<file path="config.mk">
export PLATFORM = sky130hd
export DESIGN_NAME = ethernet_frame_receive_filter_flat
export DESIGN_NICKNAME = d
export VERILOG_FILES = /design/src/design/efrf_pkg.sv /design/src/design/efrf_if.sv /design/src/design/efrf_front.sv /design/src/design/efrf_back.sv /design/src/design/ethernet_frame_receive_filter.sv /design/src/flat_wrapper.sv
export SDC_FILE = /design/constraint.sdc
export NUM_CORES = 1
export LEC_CHECK = 0
export BUFFER_PORTS_ARGS = -buffer_cell sky130_fd_sc_hd__buf_2
export CORE_MARGIN = 5
export CORE_UTILIZATION = 50
export CTS_BUF_LIST = sky130_fd_sc_hd__clkbuf_16
export DETAILED_ROUTE_END_ITERATION = 16
export GPL_TIMING_DRIVEN = 0
export PLACE_DENSITY = 0.71
export SLEW_MARGIN = 20
export SYNTH_ARGS = -nofsm -noshare
export SYNTH_HDL_FRONTEND = slang
export SYNTH_SLANG_ARGS = --single-unit
</file>
<file path="constraint.sdc">
create_clock -name clk_i -period 5.2 [get_ports clk_i]
set_input_delay 0.26 -clock clk_i [delete_from_list [all_inputs] [get_ports clk_i]]
set_output_delay 0.26 -clock clk_i [all_outputs]
set_load 0.005 [all_outputs]
</file>
<file path="src/design/efrf_pkg.sv">
// Shared types and constants for the Ethernet frame receive filter.
package efrf_pkg;

  localparam int BufferBytes = 1536;
  localparam int CountW      = 11;
  localparam int LengthW     = 17;
  localparam int MacW        = 48;

  localparam logic [MacW-1:0] OwnMacReset  = 48'hAEF0_285D_6620;
  localparam logic [MacW-1:0] BroadcastMac = 48'hFFFF_FFFF_FFFF;
  localparam logic [15:0]     EthTypeIpv4  = 16'h0800;
  localparam logic [15:0]     EthTypeArp   = 16'h0806;
  localparam logic [CountW-1:0] EthHeaderBytes = CountW'(14);
  localparam logic [CountW-1:0] Ipv4LenEnd     = CountW'(18);
  localparam logic [LengthW-1:0] ArpFrameBytes = LengthW'(42);

  // Header byte positions
  localparam logic [CountW-1:0] DestLastPos  = CountW'(5);
  localparam logic [CountW-1:0] TypeHiPos    = CountW'(12);
  localparam logic [CountW-1:0] TypeLoPos    = CountW'(13);
  localparam logic [CountW-1:0] IpLenHiPos   = CountW'(16);
  localparam logic [CountW-1:0] IpLenLoPos   = CountW'(17);

  localparam int QueueDepth = 4;
  localparam int QueuePtrW  = 2;
  localparam int QueueCntW  = 3;

  typedef enum logic [1:0] {
    StInProgress   = 2'd0,
    StComplete     = 2'd1,
    StDropInvalid  = 2'd2,
    StDropOverflow = 2'd3
  } status_e;

  typedef struct packed {
    status_e               status;
    logic [CountW-1:0]     received_count;
    logic [LengthW-1:0]    frame_length;
    logic                  frame_type;
  } result_t;

endpackage

</file>
<file path="src/design/efrf_if.sv">
// Valid/ready channels for frame bytes in and chunk results out.
interface efrf_in_if;
  logic       valid;
  logic       ready;
  logic [7:0] data_byte;
  logic       chunk_end;

  modport source (output valid, output data_byte, output chunk_end, input ready);
  modport sink   (input valid, input data_byte, input chunk_end, output ready);
endinterface

interface efrf_out_if;
  logic                        valid;
  logic                        ready;
  logic [1:0]                  status;
  logic [efrf_pkg::CountW-1:0]  received_count;
  logic [efrf_pkg::LengthW-1:0] frame_length;
  logic                        frame_type;

  modport source (output valid, output status, output received_count,
                  output frame_length, output frame_type, input ready);
  modport sink   (input valid, input status, input received_count,
                  input frame_length, input frame_type, output ready);
endinterface

</file>
<file path="src/design/efrf_front.sv">
// Front end: counts frame bytes, captures header fields, judges at chunk end.
module efrf_front (
  input  logic                       clk_i,
  input  logic                       rst_ni,
  input  logic                       own_mac_we_i,
  input  logic [efrf_pkg::MacW-1:0]  own_mac_i,
  efrf_in_if.sink                    in_chan,
  input  logic                       push_ready_i,
  output logic                       push_valid_o,
  output efrf_pkg::result_t          push_data_o
);
  import efrf_pkg::*;

  logic [MacW-1:0]   own_mac_q;
  logic [CountW-1:0] count_q, count_d, count_upd;
  logic [MacW-1:0]   dest_q, dest_d, dest_upd;
  logic [15:0]       type_q, type_d, type_upd;
  logic [15:0]       iplen_q, iplen_d, iplen_upd;
  logic              ovf_q, ovf_d, ovf_upd;

  logic    accept;
  logic    full_now;
  logic    hdr_ok;
  logic    valid_frame;
  logic    is_arp;
  logic [LengthW-1:0] length;
  status_e status;

  assign in_chan.ready = push_ready_i;
  assign accept        = in_chan.valid && in_chan.ready;
  assign full_now      = (count_q == CountW'(BufferBytes));

  // Byte count and header capture
  always_comb begin
    count_upd = count_q;
    dest_upd  = dest_q;
    type_upd  = type_q;
    iplen_upd = iplen_q;
    ovf_upd   = ovf_q;
    if (accept) begin
      if (!full_now) begin
        if (count_q <= DestLastPos) begin
          dest_upd = {dest_q[MacW-9:0], in_chan.data_byte};
        end else if (count_q == TypeHiPos || count_q == TypeLoPos) begin
          type_upd = {type_q[7:0], in_chan.data_byte};
        end else if (count_q == IpLenHiPos || count_q == IpLenLoPos) begin
          iplen_upd = {iplen_q[7:0], in_chan.data_byte};
        end
        count_upd = count_q + CountW'(1);
      end else begin
        // drop the byte, remember the overflow
        ovf_upd = 1'b1;
      end
    end
  end

  // Judge the frame as it stands after this byte
  always_comb begin
    hdr_ok      = (count_upd >= EthHeaderBytes) &&
                  (dest_upd == own_mac_q || dest_upd == BroadcastMac);
    valid_frame = 1'b0;
    is_arp      = 1'b0;
    length      = '0;
    if (hdr_ok) begin
      if (type_upd == EthTypeIpv4 && count_upd >= Ipv4LenEnd) begin
        valid_frame = 1'b1;
        length      = {1'b0, iplen_upd} + LengthW'(14);
      end else if (type_upd == EthTypeArp) begin
        valid_frame = 1'b1;
        is_arp      = 1'b1;
        length      = ArpFrameBytes;
      end
    end
    if (!valid_frame) begin
      status = StDropInvalid;
    end else if (ovf_upd) begin
      status = StDropOverflow;
    end else if ({{(LengthW-CountW){1'b0}}, count_upd} >= length) begin
      status = StComplete;
    end else begin
      status = StInProgress;
    end
  end

  assign push_valid_o                = accept && in_chan.chunk_end;
  assign push_data_o.status          = status;
  assign push_data_o.received_count  = count_upd;
  assign push_data_o.frame_length    = length;
  assign push_data_o.frame_type      = is_arp;

  // Restart on any final status
  always_comb begin
    count_d = count_upd;
    dest_d  = dest_upd;
    type_d  = type_upd;
    iplen_d = iplen_upd;
    ovf_d   = ovf_upd;
    if (push_valid_o && status != StInProgress) begin
      count_d = '0;
      dest_d  = '0;
      type_d  = '0;
      iplen_d = '0;
      ovf_d   = 1'b0;
    end
  end

  always_ff @(posedge clk_i or negedge rst_ni) begin
    if (!rst_ni) begin
      own_mac_q <= OwnMacReset;
      count_q   <= '0;
      dest_q    <= '0;
      type_q    <= '0;
      iplen_q   <= '0;
      ovf_q     <= 1'b0;
    end else begin
      if (own_mac_we_i) begin
        own_mac_q <= own_mac_i;
      end
      count_q <= count_d;
      dest_q  <= dest_d;
      type_q  <= type_d;
      iplen_q <= iplen_d;
      ovf_q   <= ovf_d;
    end
  end

  a_count_bound: assert property (@(posedge clk_i) disable iff (!rst_ni)
    count_q <= CountW'(BufferBytes))
    else $error("byte count beyond buffer size");

  a_ovf_only_full: assert property (@(posedge clk_i) disable iff (!rst_ni)
    ovf_q |-> count_q == CountW'(BufferBytes))
    else $error("overflow flag set while buffer not full");

  a_restart: assert property (@(posedge clk_i) disable iff (!rst_ni)
    push_valid_o && status != StInProgress |=> count_q == '0 && !ovf_q)
    else $error("frame state not cleared after final status");

endmodule

</file>
<file path="src/design/efrf_back.sv">
// Back end: result queue that drives the output channel.
module efrf_back (
  input  logic               clk_i,
  input  logic               rst_ni,
  input  logic               push_valid_i,
  output logic               push_ready_o,
  input  efrf_pkg::result_t  push_data_i,
  efrf_out_if.source         out_chan
);
  import efrf_pkg::*;

  result_t              mem_q [QueueDepth];
  logic [QueuePtrW-1:0] wr_ptr_q, rd_ptr_q;
  logic [QueueCntW-1:0] cnt_q, cnt_d;
  logic                 push, pop;
  result_t              head;

  assign push_ready_o = (cnt_q != QueueCntW'(QueueDepth));
  assign push         = push_valid_i && push_ready_o;
  assign pop          = out_chan.valid && out_chan.ready;

  always_comb begin
    cnt_d = cnt_q;
    if (push && !pop) begin
      cnt_d = cnt_q + QueueCntW'(1);
    end else if (pop && !push) begin
      cnt_d = cnt_q - QueueCntW'(1);
    end
  end

  always_ff @(posedge clk_i) begin
    if (push) begin
      mem_q[wr_ptr_q] <= push_data_i;
    end
  end

  always_ff @(posedge clk_i or negedge rst_ni) begin
    if (!rst_ni) begin
      wr_ptr_q <= '0;
      rd_ptr_q <= '0;
      cnt_q    <= '0;
    end else begin
      if (push) begin
        wr_ptr_q <= wr_ptr_q + QueuePtrW'(1);
      end
      if (pop) begin
        rd_ptr_q <= rd_ptr_q + QueuePtrW'(1);
      end
      cnt_q <= cnt_d;
    end
  end

  assign head                    = mem_q[rd_ptr_q];
  assign out_chan.valid          = (cnt_q != '0);
  assign out_chan.status         = head.status;
  assign out_chan.received_count = head.received_count;
  assign out_chan.frame_length   = head.frame_length;
  assign out_chan.frame_type     = head.frame_type;

  a_cnt_bound: assert property (@(posedge clk_i) disable iff (!rst_ni)
    cnt_q <= QueueCntW'(QueueDepth))
    else $error("result queue count beyond depth");

  a_no_lost_push: assert property (@(posedge clk_i) disable iff (!rst_ni)
    push_valid_i |-> push_ready_o)
    else $error("result offered to a full queue");

  a_ptr_gap: assert property (@(posedge clk_i) disable iff (!rst_ni)
    cnt_q != QueueCntW'(QueueDepth) |->
      QueuePtrW'(wr_ptr_q - rd_ptr_q) == cnt_q[QueuePtrW-1:0])
    else $error("queue pointers disagree with count");

endmodule

</file>
<file path="src/design/ethernet_frame_receive_filter.sv">
// Top level of the Ethernet destination MAC and EtherType receive filter.
//
//  channel    dir  handshake     payload
//  in_chan    in   valid/ready   data_byte[7:0], chunk_end
//  out_chan   out  valid/ready   status[1:0], received_count[10:0],
//                                frame_length[16:0], frame_type
//  own_mac    in   we            own_mac_i[47:0]
//
// One byte per cycle while the result queue has room. A chunk-end byte's result
// is registered into that queue and goes out on out_chan behind older results.
// A 4-entry result queue lets in_chan run while out_chan stalls; in_chan.ready
// drops only when that queue is full. Reset clears the frame state and loads
// the default station MAC.
module ethernet_frame_receive_filter (
  input  logic                      clk_i,
  input  logic                      rst_ni,
  input  logic                      own_mac_we_i,
  input  logic [efrf_pkg::MacW-1:0] own_mac_i,
  efrf_in_if.sink                   in_chan,
  efrf_out_if.source                out_chan
);
  import efrf_pkg::*;

  logic    push_valid;
  logic    push_ready;
  result_t push_data;

  efrf_front u_front (
    .clk_i        (clk_i),
    .rst_ni       (rst_ni),
    .own_mac_we_i (own_mac_we_i),
    .own_mac_i    (own_mac_i),
    .in_chan      (in_chan),
    .push_ready_i (push_ready),
    .push_valid_o (push_valid),
    .push_data_o  (push_data)
  );

  efrf_back u_back (
    .clk_i        (clk_i),
    .rst_ni       (rst_ni),
    .push_valid_i (push_valid),
    .push_ready_o (push_ready),
    .push_data_i  (push_data),
    .out_chan     (out_chan)
  );

endmodule
</file>
<file path="src/flat_wrapper.sv">
// flat-port wrapper written by rule: the top's interface ports become plain ports
module ethernet_frame_receive_filter_flat import efrf_pkg::*;
  (clk_i, rst_ni, own_mac_we_i, own_mac_i, in_chan_valid, in_chan_data_byte, in_chan_chunk_end, in_chan_ready, out_chan_valid, out_chan_status, out_chan_received_count, out_chan_frame_length, out_chan_frame_type, out_chan_ready);
  efrf_in_if in_chan_i ();
  efrf_out_if out_chan_i ();
  input  logic clk_i;
  input  logic rst_ni;
  input  logic own_mac_we_i;
  input  logic [efrf_pkg::MacW-1:0] own_mac_i;
  input wire logic [$bits(in_chan_i.valid)-1:0] in_chan_valid;
  input wire logic [$bits(in_chan_i.data_byte)-1:0] in_chan_data_byte;
  input wire logic [$bits(in_chan_i.chunk_end)-1:0] in_chan_chunk_end;
  output wire logic [$bits(in_chan_i.ready)-1:0] in_chan_ready;
  output wire logic [$bits(out_chan_i.valid)-1:0] out_chan_valid;
  output wire logic [$bits(out_chan_i.status)-1:0] out_chan_status;
  output wire logic [$bits(out_chan_i.received_count)-1:0] out_chan_received_count;
  output wire logic [$bits(out_chan_i.frame_length)-1:0] out_chan_frame_length;
  output wire logic [$bits(out_chan_i.frame_type)-1:0] out_chan_frame_type;
  input wire logic [$bits(out_chan_i.ready)-1:0] out_chan_ready;
  assign in_chan_i.valid = in_chan_valid;
  assign in_chan_i.data_byte = in_chan_data_byte;
  assign in_chan_i.chunk_end = in_chan_chunk_end;
  assign in_chan_ready = in_chan_i.ready;
  assign out_chan_valid = out_chan_i.valid;
  assign out_chan_status = out_chan_i.status;
  assign out_chan_received_count = out_chan_i.received_count;
  assign out_chan_frame_length = out_chan_i.frame_length;
  assign out_chan_frame_type = out_chan_i.frame_type;
  assign out_chan_i.ready = out_chan_ready;
  ethernet_frame_receive_filter u_core (.clk_i(clk_i), .rst_ni(rst_ni), .own_mac_we_i(own_mac_we_i), .own_mac_i(own_mac_i), .in_chan(in_chan_i), .out_chan(out_chan_i));
endmodule
</file>
==> summary by stage <==
Critical path
In this design, the stage delay of the slowest critical-path cell is 560 ps. The register-to-register path setup slack is 100 ps. For the worst setup path, the data arrival time is 5580 ps. STA classifies the critical path endpoint as a flop.

The peak fanout along the critical path is 10. STA puts the critical path data required time at 5680 ps. The reg-to-reg endpoint is u_core.u_front.type_q[9]. In this run the critical register-to-register path is launched from u_core.u_front.count_q[4]. The combined buffer and inverter count along the critical path is 4. The number of cells on the worst reg-to-reg path is 19. STA classifies the critical path startpoint as a flop.

The kind of cell with the highest combined delay on the critical path is simple AND/OR/NAND/NOR gates. Walking the worst path, the cells encountered are or4_4 > buf_6 > or4_4 > nand4b_1 > a211o_1 > or3_1 > buf_2 > or2_4 > a211o_1 > ha_1 > a21o_1 > a21o_1 > a21oi_1 > nand2_1 > o21ai_2 > o21ai_4 > clkbuf_16 > buf_6 > nor2_1. The critical path in this run is classified as reg2reg. The master of the slowest instance on the critical path is sky130_fd_sc_hd__or4_4.

Run
The tool flagged a number of max-cap violations equal to 0.

Finish
The layout overhead on the synthesized area is 20.4%. The fraction of final layout cells sized beyond drive strength 1 is 25.9%. Leaving out fill and tap cells, the most frequent cells in the layout are 159 x sky130_fd_sc_hd__nand2_1, 124 x sky130_fd_sc_hd__edfxtp_1, 122 x sky130_fd_sc_hd__dfrtp_1. The number of antenna diodes in the final layout is 0. After the last flow step, the layout net total stands at 1,409. The library cell used most frequently in the layout, excluding fill and tap cells, is sky130_fd_sc_hd__nand2_1.

Clocking
After clock tree synthesis, the clock-pin slew on the worst setup and hold paths is 60 ps. At the later pin of the worst-skew pair, clock insertion delay measures 560 ps. The tree built by TritonCTS fans out to 271 sinks. The clock passes through at most 3 buffers. The cell at the root of the clock tree is sky130_fd_sc_hd__clkbuf_16. The CTS tree is yes. The H-tree depth is 1.

The total CTS buffers is 29.

Pwr
The portion of total power attributed to combinational logic is 26.7%. Cell internal power was estimated by the tool at 4.38 mW. The net switching power is 1.98 mW. Power spread over the standard cell area amounts to 395 mW/mm2. The largest voltage drop on the vdd net is 0.286 mV. Registers are responsible for 42.6% of the overall power.

Of the total power, the share spent switching nets is 31.2%. Summed over all cells, the static leakage comes to 6.41 nW. The clock share of power is 30.7%. Overall power consumption after layout is estimated at 6.36 mW.

STA
Hold timing on the final database bottoms out at a slack of 34.9 ps. Static timing analysis puts the maximum clock frequency at 196 MHz. The final hold violation count is 0. The sum of negative setup slack is 0 ps. The headroom to the max-slew limit is 36.0%.

The final clock period utilization by the worst path is 98.0%. The clock tree skew after final layout is 10.8 ps. The number of max-slew violations in the final report was 0.

The transition time at the pin with the least slew margin is 960 ps. The smallest clock period supported by the final layout is computed as 5100 ps. The count of final setup violators is 0. The worst path meets setup with 103 ps of slack.

Route
The detailed-router iteration count before antenna repair is 5. After the first detailed-routing iteration, the DRC count stood at 742. The number of routed nets with antenna violations is 0. Wires add up to 35,200 um. After detailed routing, the number of remaining DRC violations is 0.

In the routed layout, each cell is associated on average with a via count of 5.79. The total via count in the routed design is 9,737. Dividing the detail-routed wire length by the instance count gives 20.9 um.

Die
The die height is 173 um. Pin placement for this block handled 95 I/O pins. The number of standard-cell rows in the floorplan is 59. The chip width is 173 um.

The standard cell core area is 0.0262 mm2. The initial utilization of the core area, before any placement, comes to 51.0%. The die covers 0.0301 mm2.

Yosys
Synthesis produced a netlist whose cell count is 1,135. The flip-flop and latch count after synthesis is 271. The number of distinct library cells after synthesis is 65. The average instance in the mapped netlist occupies 11.8 um2. The count of flip-flops with a built-in enable after synthesis is 124. The number of warnings printed during yosys synthesis is 0. The net count of the mapped netlist is 1,218.

The most used flip-flop cell after synthesis is sky130_fd_sc_hd__dfrtp_1. The share of synthesized registers carrying an async set or reset is 54.2%. The synthesized netlist occupies a cell area of 0.0134 mm2. The share of the Yosys chip area taken by registers is 55.6%.

Global routing
The first global-routing pass estimated 55,500 um of wire. Entering global routing, the biggest net connects 76 pins. The via count of the first global-routing pass was 9,815. The global-route usage over all layers is 23.0%.

The initial antenna violation count came to 0. The leftover overflow at the end of global routing is 0.

Min path
The cell count of the worst hold path is 3. The worst hold path terminates at u_core.u_front.dest_q[1]. The beginning of the worst hold path is in_chan_data_byte[1]. The min-delay analysis places its worst path in the category in2reg.

Status
The run finished with clean final reports.

Place
The congestion estimate from routability-driven global placement came to 0.979. The number of input and output port buffers inserted is 89. The HPWL after detailed placement is 24,400 um. The pre-CTS setup slack is -980 ps.
[final cells by class]
| type | instances | area [um2] |
|---|---|---|
| fill | 2083 | 10100 |
| inverter | 58 | 218 |
| multi-input combinational | 748 | 5590 |
| buffer | 54 | 283 |
| timing repair buffer | 164 | 1250 |
| sequential | 271 | 7430 |
| clock inverter | 23 | 171 |
| tap | 335 | 419 |
| clock buffer | 29 | 726 |
[registers in the layout, indices dropped and copies added, names as in the netlist]
name and cells:
u_core.u_front.iplen_q 16, u_core.u_back.rd_ptr_q 2, u_core.u_back.mem_q 124, u_core.u_front.own_mac_q 48, u_core.u_back.wr_ptr_q 2, u_core.u_back.cnt_q 3
u_core.u_front.count_q 11, u_core.u_front.dest_q 48, u_core.u_front.ovf_q 1, u_core.u_front.type_q 16
[power by group through the flow]
stage                     registers, mW  logic [mW]  clock network (mW)
after floorplan                    2.65        1.10                   0
after global placement             2.74        1.54                   0
after detailed placement           2.74        1.59                   0
after CTS                          2.70        1.67                1.98
after global routing               2.73        1.86                2.08
final                              2.71        1.70                1.95
[worst reg2reg max path, delay by kind of cell, from the launching register on]
kind / cells / cell delay [ps]
AOI/OAI and AO/OA: 7 / 1390
adders and majority gates: 1 / 320
buffers and inverters: 4 / 690
DFF: 1 / 410
and+or+nand+nor: 7 / 2200
[worst max-delay path by stage]
stage | startpoint | end | slack, ps | cells past startpoint
2_1_floorplan | u_core.u_front.count_q[7] | u_core.u_front.iplen_q[15] | 40 | 20
3_3_place_gp | u_core.u_back.cnt_q[2] | u_core.u_front.dest_q[26] | -900 | 22
3_5_place_dp | u_core.u_front.count_q[3] | u_core.u_front.dest_q[26] | -980 | 21
4_1_cts | u_core.u_front.count_q[4] | u_core.u_front.dest_q[25] | 2 | 21
5_1_grt | u_core.u_back.cnt_q[0] | u_core.u_front.dest_q[30] | -60 | 22
6_report | u_core.u_front.count_q[4] | u_core.u_front.type_q[9] | 100 | 19
[through the flow]
stage / utilization, % / instance area [um2] / std cells
after floorplan: - / 13400 / 1135
after global placement: 54.3 / 14200 / 1559
after detailed placement: 54.8 / 14400 / 1564
after CTS: 60.8 / 15900 / 1674
after global routing: 61.4 / 16100 / 1682
final: 61.4 / 16100 / 1682
[logic make-up after synthesis]
group,Yosys count,synth area share [%]
AOI/OAI and AO/OA,164,9.26
DFF,271,55.6
and+or+nand+nor,381,13.4
muxes,88,9.81
buffers and inverters,116,3.79
xor gates and xnor gates,94,6.16
adders and majority gates,21,2.02
[timing repair]
| item | in CTS | in global routing |
|---|---|---|
| pin swaps | 8 | 10 |
| endpoints found under the setup margin | 99 | 95 |
| gates resized for setup | 26 | 24 |
| buffers inserted | 9 | 9 |
| endpoints found under the hold margin | 105 | 0 |
| hold buffers | 50 | 0 |
| gates cloned | 0 | 2 |
[cells in the mapped netlist, types with 24 or more instances]
| master | instances | share of area [%] |
|---|---|---|
| sky130_fd_sc_hd__mux2i_1 | 24 | 1.8 |
| sky130_fd_sc_hd__mux2_2 | 33 | 2.8 |
| sky130_fd_sc_hd__nand4_1 | 28 | 1.3 |
| sky130_fd_sc_hd__nand2_1 | 160 | 4.5 |
| sky130_fd_sc_hd__xor2_1 | 26 | 1.7 |
| sky130_fd_sc_hd__dfrtp_1 | 126 | 24 |
| sky130_fd_sc_hd__mux4_2 | 31 | 5.2 |
| sky130_fd_sc_hd__clkbuf_1 | 39 | 1.1 |
| sky130_fd_sc_hd__o21ai_0 | 34 | 1.3 |
| sky130_fd_sc_hd__nor2_1 | 77 | 2.2 |
| sky130_fd_sc_hd__a21oi_2 | 53 | 3.5 |
| sky130_fd_sc_hd__inv_1 | 58 | 1.6 |
| sky130_fd_sc_hd__xnor2_1 | 68 | 4.5 |
| sky130_fd_sc_hd__edfxtp_1 | 124 | 28 |
[layer usage]
metal	routed length, um	GRT usage [%]	share of wire (%)	up-vias
met3	1700	3.51	4.8	95
met5	0	0	0	-
met4	1390	8.21	4.0	0
met2	17400	39.2	49	360
met1	14700	30.2	42	4821
li1	-	-	-	4461
(Power assumes the default switching activity.)
